===== src/hw/rtl/oaht_pkg.sv =====
// Shared types, constants and a helper function for the open-address hash table.
`default_nettype none

package oaht_pkg;

    // Table geometry.
    localparam int MAX_SLOTS = 4096;
    localparam int SLOT_AW   = $clog2(MAX_SLOTS);
    localparam int SIZE_W    = SLOT_AW + 1;
    localparam int MIN_SLOTS = 13;

    // Field widths fixed by the interface.
    localparam int KEY_W     = 31;
    localparam int PAYLOAD_W = 32;
    localparam int CNT_W     = 13;

    // Remainder unit: two dividend bits per cycle over a 32-bit dividend.
    localparam int DVD_W     = 32;
    localparam int DIV_STEPS = DVD_W / 2;
    localparam int DIV_CW    = $clog2(DIV_STEPS);

    // One-step FNV-1a constants.
    localparam logic [31:0] FNV_BASIS = 32'd2166136261;
    localparam logic [31:0] FNV_PRIME = 32'd16777619;

    // Command codes.
    localparam logic [1:0] CMD_INSERT = 2'd0;
    localparam logic [1:0] CMD_SEARCH = 2'd1;
    localparam logic [1:0] CMD_REMOVE = 2'd2;

    // Status codes.
    localparam logic [2:0] STAT_INSERTED    = 3'd0;
    localparam logic [2:0] STAT_DUPLICATE   = 3'd1;
    localparam logic [2:0] STAT_FULL        = 3'd2;
    localparam logic [2:0] STAT_FOUND       = 3'd3;
    localparam logic [2:0] STAT_ABSENT      = 3'd4;
    localparam logic [2:0] STAT_REMOVED     = 3'd5;
    localparam logic [2:0] STAT_REMOVE_MISS = 3'd6;

    // Configuration register indexes.
    localparam logic [2:0] REG_HASH_SELECT = 3'd0;
    localparam logic [2:0] REG_PROBE_MODE  = 3'd1;
    localparam logic [2:0] REG_COEF_ONE    = 3'd2;
    localparam logic [2:0] REG_COEF_TWO    = 3'd3;
    localparam logic [2:0] REG_TABLE_SIZE  = 3'd4;

    typedef struct packed {
        logic [1:0]                  command;
        logic [KEY_W-1:0]            key;
        logic signed [PAYLOAD_W-1:0] payload;
    } req_t;

    typedef struct packed {
        logic [CNT_W-1:0] probe_count;
        logic [2:0]       status;
        logic [31:0]      collision_total;
        logic [CNT_W-1:0] live_entries;
    } rsp_t;

    typedef struct packed {
        logic used;
        logic tomb;
    } flags_t;

    // One write to the slot memories.
    typedef struct packed {
        logic [SLOT_AW-1:0]    addr;
        logic                  flag_we;
        flags_t                flags;
        logic                  data_we;
        logic [KEY_W-1:0]      key;
        logic [PAYLOAD_W-1:0]  payload;
    } mem_wr_t;

    // Sum of two residues, reduced once by the modulus.
    function automatic logic [SIZE_W-1:0] mod_add(input logic [SIZE_W-1:0] a,
                                                  input logic [SIZE_W-1:0] b,
                                                  input logic [SIZE_W-1:0] m);
        logic [SIZE_W:0] sum;
        sum = {1'b0, a} + {1'b0, b};
        if (sum >= {1'b0, m})
        begin
            sum = sum - {1'b0, m};
        end
        return sum[SIZE_W-1:0];
    endfunction

endpackage

`default_nettype wire


===== src/hw/rtl/oaht_rem.sv =====
// Iterative remainder unit: 32-bit dividend by a table-sized divisor, two bits a cycle.
`default_nettype none

module oaht_rem (
    input  wire logic                      clk,
    input  wire logic                      rst_n,
    input  wire logic                      load,
    input  wire logic [oaht_pkg::DVD_W-1:0]  dividend,
    input  wire logic [oaht_pkg::SIZE_W-1:0] divisor,
    output logic                           done,
    output logic [oaht_pkg::SIZE_W-1:0]    remainder
);
    import oaht_pkg::*;

    logic                 run_reg, run_next;
    logic                 done_reg, done_next;
    logic [DIV_CW-1:0]    cnt_reg, cnt_next;
    logic [DVD_W-1:0]     quo_reg, quo_next;
    logic [SIZE_W-1:0]    rem_reg, rem_next;
    logic [SIZE_W-1:0]    dvs_reg, dvs_next;
    logic [SIZE_W:0]      trial_a;
    logic [SIZE_W:0]      trial_b;
    logic [SIZE_W-1:0]    rem_a;
    logic [SIZE_W-1:0]    rem_b;

    // Two restoring steps per cycle.
    always_comb
    begin
        trial_a = {rem_reg, quo_reg[DVD_W-1]};
        if (trial_a >= {1'b0, dvs_reg})
        begin
            trial_a = trial_a - {1'b0, dvs_reg};
        end
        rem_a   = trial_a[SIZE_W-1:0];
        trial_b = {rem_a, quo_reg[DVD_W-2]};
        if (trial_b >= {1'b0, dvs_reg})
        begin
            trial_b = trial_b - {1'b0, dvs_reg};
        end
        rem_b   = trial_b[SIZE_W-1:0];
    end

    // Sequencing of the iterations.
    always_comb
    begin
        run_next  = run_reg;
        done_next = 1'b0;
        cnt_next  = cnt_reg;
        quo_next  = quo_reg;
        rem_next  = rem_reg;
        dvs_next  = dvs_reg;
        if (load)
        begin
            run_next = 1'b1;
            cnt_next = '0;
            quo_next = dividend;
            rem_next = '0;
            dvs_next = divisor;
        end
        else if (run_reg)
        begin
            quo_next = {quo_reg[DVD_W-3:0], 2'b00};
            rem_next = rem_b;
            cnt_next = cnt_reg + 1'b1;
            if (cnt_reg == DIV_CW'(DIV_STEPS - 1))
            begin
                run_next  = 1'b0;
                done_next = 1'b1;
            end
        end
    end

    always_ff @(posedge clk or negedge rst_n)
    begin
        if (!rst_n)
        begin
            run_reg  <= 1'b0;
            done_reg <= 1'b0;
            cnt_reg  <= '0;
        end
        else
        begin
            run_reg  <= run_next;
            done_reg <= done_next;
            cnt_reg  <= cnt_next;
        end
    end

    always_ff @(posedge clk)
    begin
        quo_reg <= quo_next;
        rem_reg <= rem_next;
        dvs_reg <= dvs_next;
    end

    assign done      = done_reg;
    assign remainder = rem_reg;

endmodule

`default_nettype wire


===== config.mk =====
export PLATFORM = sky130hd
export DESIGN_NAME = oaht_rem
export DESIGN_NICKNAME = d
export VERILOG_FILES = /design/src/hw/rtl/oaht_pkg.sv /design/src/hw/rtl/oaht_rem.sv
export SDC_FILE = /design/constraint.sdc
export NUM_CORES = 1
export LEC_CHECK = 0
export BUFFER_PORTS_ARGS = -buffer_cell sky130_fd_sc_hd__buf_2
export CORE_MARGIN = 5
export CORE_UTILIZATION = 45
export CTS_CLUSTER_SIZE = 25
export DETAILED_ROUTE_END_ITERATION = 8
export GPL_TIMING_DRIVEN = 0
export PLACE_DENSITY = 0.65
export SETUP_SLACK_MARGIN = 0.02
export SYNTH_ARGS = -nofsm -noshare
export SYNTH_HDL_FRONTEND = slang
export SYNTH_SLANG_ARGS = --single-unit

===== constraint.sdc =====
create_clock -name clk -period 5.4 [get_ports clk]
set_clock_uncertainty 0.05 [all_clocks]
set_input_delay 0.27 -clock clk [delete_from_list [all_inputs] [get_ports clk]]
set_output_delay 0.27 -clock clk [all_outputs]
set_load 0.02 [all_outputs]

==> results.yml, run 1 <==
outcome:
  status: "finished, final reports clean"
setup_path:
  timing.rr.start: "quo_reg[31]"
  worst_path_largest_cell_delay_ps: 440
  end_kind: "register"
  critical_path_class: "reg2reg"
  regToRegSetupSlack_ps: 350
  crit_chain: "inv_1 -> ha_1 -> inv_1 -> fa_1 -> a211oi_2 -> o21bai_2 -> a211oi_4 -> o31ai_4 -> o31a_1 -> buf_4 -> mux2_1 -> ha_1 -> a211oi_1 -> nor2_1 -> o41ai_1 -> a211o_1 -> a21oi_2 -> a31oi_4 -> buf_8 -> mux2i_1 -> a211oi_1"
  r2r-end: "remainder[11]"
  arrival_ps: 5200
  critPathRequiredTime_ps: 5550
  crit_fanout: 10
  crit_end: "remainder[11]"
  start_kind: "register"
  slowest_stage: "fa_1"
  reg2regPathDepth: 21
  critPathLaunch: "quo_reg[31]"
synthesis:
  yosysUniqueCellTypes: 55
  synth-edff-count: 45
  synth_nets: 426
  ys_ff_latch: 64
  async_flop_share: 0.0938
  synth_ff_type: "edfxtp_1"
  synthCells: 349
  yosys_warnings: 0
  synth-seq-area-share: 0.443
  synth_area_sq_mm: 0.00397
  postSynthAreaPerCell_sq_um: 11.4
placed_design:
  place_ws_ps: 165
  portBuffers: 61
  place_inst: 518
  dpl_cell_area_sq_mm: 0.00441
  gp_congestion: 0.793
  hpwl_um: 6600
finish:
  fin_cells: 536
  num-nets-final: 500
  diodes: 0
  drive_above_1_share: 0.315
  final_area_sq_mm: 0.00467
  fin_util: 0.538
  area_growth_pct: 17.5
  fill_cells: 805
  largest_reg_flops: 32
die:
  io_pins: 62
  dieArea_sq_mm: 0.0108
  core_area_sq_mm: 0.00868
  row_count: 34
  die_width_um: 104
  die_y_um: 104
  start_util: 0.458
hold_path:
  min_path_cells: 1
  hold_class: "in2reg"
clocking:
  cts.sinks: 64
  htree_num_levels: 3
  insertion_delay_ps: 330
  cts_buffer_depth: 2
  cts-root-buf: "clkbuf_8"
  cts_buffers: 9
  cts_tree: "yes"
  clkSlewWorstSetupHoldPaths_ps: 80
detailed_routing:
  viasPerCell: 5.43
  wl_um: 8640
  wl_per_cell_um: 16.1
  antenna_left: 0
  drtIter0Drc: 102
  drc: 0
  dr.pass1.iters: 5
  dr_total_vias: 2913
run:
  drv_cap: 0
timing:
  worst_pin_slew_ps: 746
  layout_worst_path_cycle_share: 0.935
  setup_viol: 0
  period_needed_ps: 5050
  tns_ps: 0
  max_freq_ghz: 0.198
  max_slew_margin: 0.502
  drv_slew: 0
  hold_violations: 0
  rsz0062_at_grt: "false"
  postLayoutSetupSlackWorst_ps: 350
global_route:
  grt_max_degree: 33
  antenna_found_initial: 0
  track_usage: 0.155
  grt_pass1_wl_um: 13600
  first_global_vias: 2851
  grt-ovfl-total: 0
power:
  p_leak_nw: 2.00
  power_density_mw_per_mm2: 531
  peakVddDrop_uv: 202
-- stage by stage --
stage,total power [mW],hold WS [ps]
6_report,2.48,53.7
5_1_grt,2.65,35.3
4_1_cts,2.43,39.3
3_5_place_dp,2.00,51.8
3_3_place_gp,1.98,50.5
2_1_floorplan,1.73,-75.6
-- kinds of logic (layout without fill, tap and decap cells) --
logic type | Yosys count | after routing | synth area share
muxes | 52 | 52 | 0.144
adders and majority gates | 29 | 29 | 0.0951
DFF | 64 | 64 | 0.443
xor gates and xnor gates | 22 | 22 | 0.0485
AOI/OAI and AO/OA | 65 | 65 | 0.134
buffers and inverters | 31 | 110 | 0.0331
and+or+nand+nor | 86 | 86 | 0.101
-- layer usage --
layer	vias to the layer above	track usage	wire [um]
met2	59	0.261	4260
met4	0	0.0546	98
met5	-	0	0
met1	1386	0.190	3870
li1	1458	-	-
met3	10	0.0416	409
-- cell type report --
cell class              count  area [sq um]  area share
well taps                 108           135      0.0289
repair buffers             63           335      0.0718
multi-input cells         254          2100       0.450
flip-flops and latches     64          1760       0.377
clock buffers               9           124      0.0265
clock inverters             7          80.1      0.0172
plain buffers              11          56.3      0.0121
inverters                  20          75.1      0.0161
-- worst min-delay path by stage --
stage / from / end
floorplan: rst_n / cnt_reg[0]
global placement: rst_n / cnt_reg[1]
detailed placement: rst_n / cnt_reg[2]
CTS: divisor[10] / dvs_reg[10]
global route: divisor[8] / dvs_reg[8]
finish: divisor[7] / dvs_reg[7]
-- worst max-delay path, delay by kind of cell, from the launching register on --
kind                       cells  cell delay, ps
DFF                            1             360
adders and majority gates      3             960
AOI/OAI and AO/OA             11            2340
and+or+nand+nor                1             100
muxes                          2             590
buffers and inverters          4             540
-- power by group --
group          internal [mW]  leakage [nW]  switching [mW]
Sequential             0.600         0.654          0.0484
Clock                  0.218        0.0964           0.205
Combinational          0.680          1.25           0.725
-- cell usage after synthesis, drive strengths merged (5+ instances only) --
cell | n | area share
nor2b | 5 | 0.0079
o21ai | 7 | 0.0088
ha | 27 | 0.085
dfrtp | 6 | 0.038
clkbuf | 8 | 0.0076
nand4 | 6 | 0.0094
mux2i | 10 | 0.025
xor2 | 6 | 0.013
a21oi | 11 | 0.016
nor3 | 12 | 0.015
edfxtp | 45 | 0.34
a211oi | 13 | 0.027
nand2 | 11 | 0.010
xnor2 | 16 | 0.035
o21a | 5 | 0.0094
inv | 20 | 0.019
dfxtp | 13 | 0.065
mux2 | 42 | 0.12
nor2 | 37 | 0.035
-- timing repair --
item,4_1_cts,5_1_grt
hold buffers,1,0
gates resized for setup,0,3
endpoints found under the setup margin,0,12
setup buffers,0,1
hold endpoints to repair,6,0
-- cells in the final DEF (no fill, tap or decap), types with 3 or more instances in the layout --
cell      instances
mux2_2           39
buf_2            61
o21ai_0           6
nor2b_1           5
nand4_1           6
nand2_1          11
nand3_1           4
nor2_1           37
o31a_1            3
inv_1            20
clkbuf_1          8
dfrtp_1           6
a211o_1           3
clkbuf_8          9
a211oi_1         10
mux2_1            3
dfxtp_1          13
xor2_1            6
nor3_1           12
a21oi_1           9
ha_1             27
edfxtp_1         45
a21o_1            3
xnor2_1          16
o21a_1            5
mux2i_1          10
Note: power is estimated with default switching activity, not from simulation.
==> inputs of run 2 (changes only) <==
Settings changed: CORE_MARGIN 5 to 2.
==> run 2 against run 1 <==
Die area down 11%; cell area down 0.43%; fmax down 0.46%; critical path type unchanged; highest routed layer unchanged.
==> results.yml, run 2 (synthesis results as in run 1) <==
outcome:
  status: "finished, final reports clean"
detailed_routing:
  viasPerCell: 5.45
  drtIter0Drc: 105
  drc: 0
  dr_total_vias: 2933
  dr.pass1.iters: 6
  antenna_left: 0
  wl_per_cell_um: 15.9
  wl_um: 8560
global_route:
  first_global_vias: 2997
  grt-ovfl-total: 0
  track_usage: 0.187
  met2_usage: 0.306
  top_usage_layer: "met2"
  gr-usage-met1: 0.240
  grt_max_degree: 33
  antenna_found_initial: 0
  grt_util_met3: 0.0365
  grt_pass1_wl_um: 14200
placed_design:
  portBuffers: 61
  gp_congestion: 0.878
  hpwl_um: 6540
  dpl_cell_area_sq_mm: 0.00441
  place_inst: 518
power:
  power_density_mw_per_mm2: 521
  p_clk_frac: 0.149
  p_comb_frac: 0.582
  p_leak_nw: 1.99
  power_switching_mw: 0.964
  switching_share: 0.398
  power_frac_seq: 0.269
  peakVddDrop_uv: 201
  p_int_mw: 1.46
  fin_total_pwr_mw: 2.42
timing:
  setup_viol: 0
  hold_violations: 0
  tns_ps: 0
  max_slew_margin: 0.514
  rsz0062_at_grt: "false"
  period_needed_ps: 5070
  drv_slew: 0
  max_freq_ghz: 0.197
  layout_worst_path_cycle_share: 0.940
  worst_pin_slew_ps: 729
hold_path:
  hold_class: "in2reg"
  min_from: "divisor[4]"
  whs_endpoint: "dvs_reg[4]"
  min_path_cells: 1
finish:
  mostFrequentLayoutCells: "buf_2 (61), edfxtp_1 (45), mux2_2 (39)"
  drive_above_1_share: 0.319
  fin_util: 0.538
  area_growth_pct: 17.0
  final_area_sq_mm: 0.00465
  fin_cells: 538
  final_common_cell: "buf_2"
  diodes: 0
  num-nets-final: 502
  largest_reg_flops: 32
  fill_cells: 777
die:
  start_util: 0.460
  dieArea_sq_mm: 0.00960
  die_width_um: 98.0
  row_count: 34
  die_y_um: 98.0
  io_pins: 62
  core_area_sq_mm: 0.00864
setup_path:
  reg2regPathDepth: 20
  regToRegSetupSlack_ps: 330
  end_kind: "register"
  crit_fanout: 10
  critical_path_class: "reg2reg"
  critPathRequiredTime_ps: 5600
  start_kind: "register"
  r2r-end: "remainder[0]"
  timing.rr.start: "quo_reg[31]"
  arrival_ps: 5280
run:
  drv_cap: 0
clocking:
  insertion_delay_ps: 340
  cts.sinks: 64
  cts_buffers: 9
  clkSlewWorstSetupHoldPaths_ps: 70
  htree_num_levels: 3
  cts_tree: "yes"
  cts_buffer_depth: 2
  cts-root-buf: "clkbuf_8"
[run 2: cell types whose count changed in the layout (fill, tap and decap cells not counted), sizes merged]
cell | previous run | this run
inv | 22 | 20
buf | 65 | 67
clkinvlp | 2 | 3
bufinv | 1 | 0
clkbuf | 17 | 19
[run 2: timing repair]
item | in CTS | in global routing
setup endpoints to repair | 0 | 13
setup buffers | 0 | 3
hold buffers | 1 | 0
hold endpoints to repair | 6 | 0
gates resized for setup | 0 | 4
[run 2: area by class of cell]
cell class	instances	area [sq um]	area share
Buffer	11	56.3	0.0121
Clock buffer	11	141	0.0304
Clock inverter	5	32.5	0.00700
Inverter	20	75.1	0.0162
Multi-Input combinational cell	254	2110	0.454
Sequential cell	64	1760	0.379
Tap cell	108	135	0.0291
Timing Repair Buffer	65	338	0.0727
[run 2: worst max-delay path, stage by stage (launching register included)]
cell,delay (ps)
edfxtp_1,370
inv_1,90
ha_1,190
inv_1,60
fa_1,440
a211oi_2,300
o21bai_2,140
a211oi_4,270
o31ai_4,130
o31a_1,210
buf_4,220
mux2_1,350
ha_1,380
nand4_1,190
a211oi_2,300
o41ai_2,130
a211o_1,310
a21oi_2,190
a31oi_4,100
or2_2,320
a311oi_1,260
[run 2: how the worst max path moves through the flow]
stage,start,endpoint,slack (ps),cells past startpoint
2_1_floorplan,quo_reg[31],remainder[11],870,20
3_3_place_gp,quo_reg[31],remainder[11],160,21
3_5_place_dp,quo_reg[31],remainder[11],140,21
4_1_cts,quo_reg[31],remainder[11],110,21
5_1_grt,quo_reg[31],remainder[11],20,21
6_report,quo_reg[31],remainder[0],330,20
[run 2: per-layer routing]
metal  wire, um  share of wire
met1       3880           0.45
met2       4060           0.47
met3        403          0.047
met5          0              0
met4        217          0.025
[run 2: metrics by stage]
step,setup slack [ps],hold slack [ps]
after floorplan,872,-75.6
after global placement,160,52.4
after detailed placement,140,49.1
after CTS,107,30.8
after global routing,23.3,23.3
final,327,48.9
[run 2: power groups by stage]
stage / sequential [mW] / clock [mW] / combinational [mW]
after global routing: 0.661 / 0.396 / 1.56
final: 0.652 / 0.362 / 1.41
after detailed placement: 0.661 / 0 / 1.34
after CTS: 0.651 / 0.373 / 1.35
after floorplan: 0.684 / 0 / 1.05
after global placement: 0.658 / 0 / 1.32
==> inputs of run 3 (changes only) <==
Settings changed: CORE_MARGIN 2 to 5.
Clock period 5.4 ns to 5.45 ns, I/O delays scaled along.
==> run 3 against run 2 <==
Routed wire length grew 0.83%; register-to-register slack hardly changed; via count shrank 0.89%; largest cell class unchanged.
==> results.yml, run 3 (synthesis results as in run 1) <==
outcome:
  status: "finished, final reports clean"
timing:
  max_slew_margin: 0.502
  worst_pin_slew_ps: 747
  whs_ps: 56.2
  rsz0062_at_grt: "true"
  drv_slew: 0
  hold_violations: 0
  tns_ps: 0
  period_needed_ps: 5130
  layout_worst_path_cycle_share: 0.940
  max_freq_ghz: 0.195
  setup_viol: 0
global_route:
  met2_usage: 0.261
  top_usage_layer: "met2"
  antenna_found_initial: 0
  gr-usage-met1: 0.190
  track_usage: 0.155
  first_global_vias: 2851
  grt_util_met3: 0.0416
  grt-ovfl-total: 0
  grt_max_degree: 33
  grt_pass1_wl_um: 13600
power:
  power_switching_mw: 0.963
  power_density_mw_per_mm2: 525
  p_clk_frac: 0.172
  p_int_mw: 1.48
  power_frac_seq: 0.263
  p_comb_frac: 0.566
  switching_share: 0.395
  p_leak_nw: 1.99
  peakVddDrop_uv: 199
  fin_total_pwr_mw: 2.44
die:
  dieArea_sq_mm: 0.0108
  row_count: 34
  die_y_um: 104
  core_area_sq_mm: 0.00868
  die_width_um: 104
  io_pins: 62
  start_util: 0.458
clocking:
  insertion_delay_ps: 330
  cts_tree: "yes"
  clkSlewWorstSetupHoldPaths_ps: 80
  cts.sinks: 64
  cts_buffers: 9
  cts-root-buf: "clkbuf_8"
  cts_buffer_depth: 2
  htree_num_levels: 3
setup_path:
  end_kind: "register"
  worst_path_largest_cell_delay_ps: 450
  slowest_stage: "or4_1"
  critPathRequiredTime_ps: 5660
  critical_path_class: "reg2reg"
  crit_fanout: 10
  arrival_ps: 5330
  crit_chain: "inv_1 -> ha_1 -> inv_1 -> fa_1 -> a211oi_2 -> o21bai_2 -> a211oi_2 -> o31ai_4 -> o31a_1 -> buf_4 -> mux2_1 -> ha_1 -> o21a_1 -> o31a_1 -> or4_1 -> a31o_2 -> o41ai_1 -> xnor2_1 -> mux2i_1 -> a211oi_1"
  start_kind: "register"
hold_path:
  hold_class: "in2reg"
finish:
  seqCellArea_sq_mm: 0.00176
  final_common_cell: "buf_2"
  diodes: 0
  multi_input_area_sq_mm: 0.00209
  largest_reg_flops: 32
  area_growth_pct: 17.1
  fill_cells: 810
  drive_above_1_share: 0.313
  num-nets-final: 500
  mostFrequentLayoutCells: "buf_2 (61), edfxtp_1 (45), mux2_2 (39)"
detailed_routing:
  dr.pass1.iters: 4
  antenna_left: 0
  drtIter0Drc: 108
  wl_per_cell_um: 16.1
  dr_total_vias: 2907
  wl_um: 8630
  drc: 0
  viasPerCell: 5.42
placed_design:
  portBuffers: 61
  gp_congestion: 0.793
  hpwl_um: 6600
run:
  drv_cap: 0
-- run 3: cell type report --
| class | instances | share of cell area |
|---|---|---|
| multi-input combinational | 254 | 0.448 |
| sequential | 64 | 0.379 |
| timing repair buffer | 63 | 0.0721 |
| tap | 108 | 0.0290 |
| clock buffer | 9 | 0.0266 |
| clock inverter | 7 | 0.0172 |
| inverter | 20 | 0.0161 |
| buffer | 11 | 0.0121 |
-- run 3: worst max-delay path: cells and delay by family (launching register included) --
| family | cells | cell delay [ps] |
|---|---|---|
| mux | 2 | 440 |
| xor+xnor | 1 | 170 |
| buf+inv | 3 | 350 |
| flops | 1 | 360 |
| fa+ha+maj | 3 | 960 |
| simple gates | 1 | 450 |
| compound gates | 10 | 2250 |
-- run 3: worst paths after layout --
check / from / endpoint / slack [ps] / depth (start not counted)
max: quo_reg[31] / remainder[11] / 320 / 20
min: divisor[7] / dvs_reg[7] / 60 / 1
max reg2reg: quo_reg[31] / remainder[11] / 320 / 20
min reg2reg: remainder[6] / remainder[6] / 480 / 2
max in group asynchronous: rst_n / cnt_reg[3] / 4930 / 2
min in group asynchronous: rst_n / run_reg / 260 / 2
-- run 3: through the flow --
| stage | utilization | worst slack [ps] | instances | cell area [sq um] |
|---|---|---|---|---|
| after floorplan | - | 922 | 349 | 3970 |
| after global placement | 0.509 | 181 | 518 | 4410 |
| after detailed placement | 0.509 | 215 | 518 | 4410 |
| after CTS | 0.533 | 161 | 535 | 4630 |
| after global routing | 0.536 | 17.0 | 536 | 4650 |
| final | 0.536 | 324 | 536 | 4650 |
-- run 3: repair_timing --
item / CTS / global route
endpoints found under the hold margin: 6 / 0
hold buffers: 1 / 0
setup buffers: 0 / 1
resized for setup: 0 / 1
setup endpoints to repair: 0 / 9
-- run 3: per-layer routing --
layer  vias up  routed length, um
li1       1457                  -
met1      1377               3820
met2        63               4250
met3        10                466
met4         0                 98
met5         -                  0
-- run 3: power by group through the flow --
stage / Clock [mW] / Sequential [mW] / Combinational [mW]
5_1_grt: 0.454 / 0.652 / 1.51
3_3_place_gp: 0 / 0.651 / 1.31
6_report: 0.419 / 0.642 / 1.38
3_5_place_dp: 0 / 0.653 / 1.33
2_1_floorplan: 0 / 0.678 / 1.04
4_1_cts: 0.431 / 0.643 / 1.34
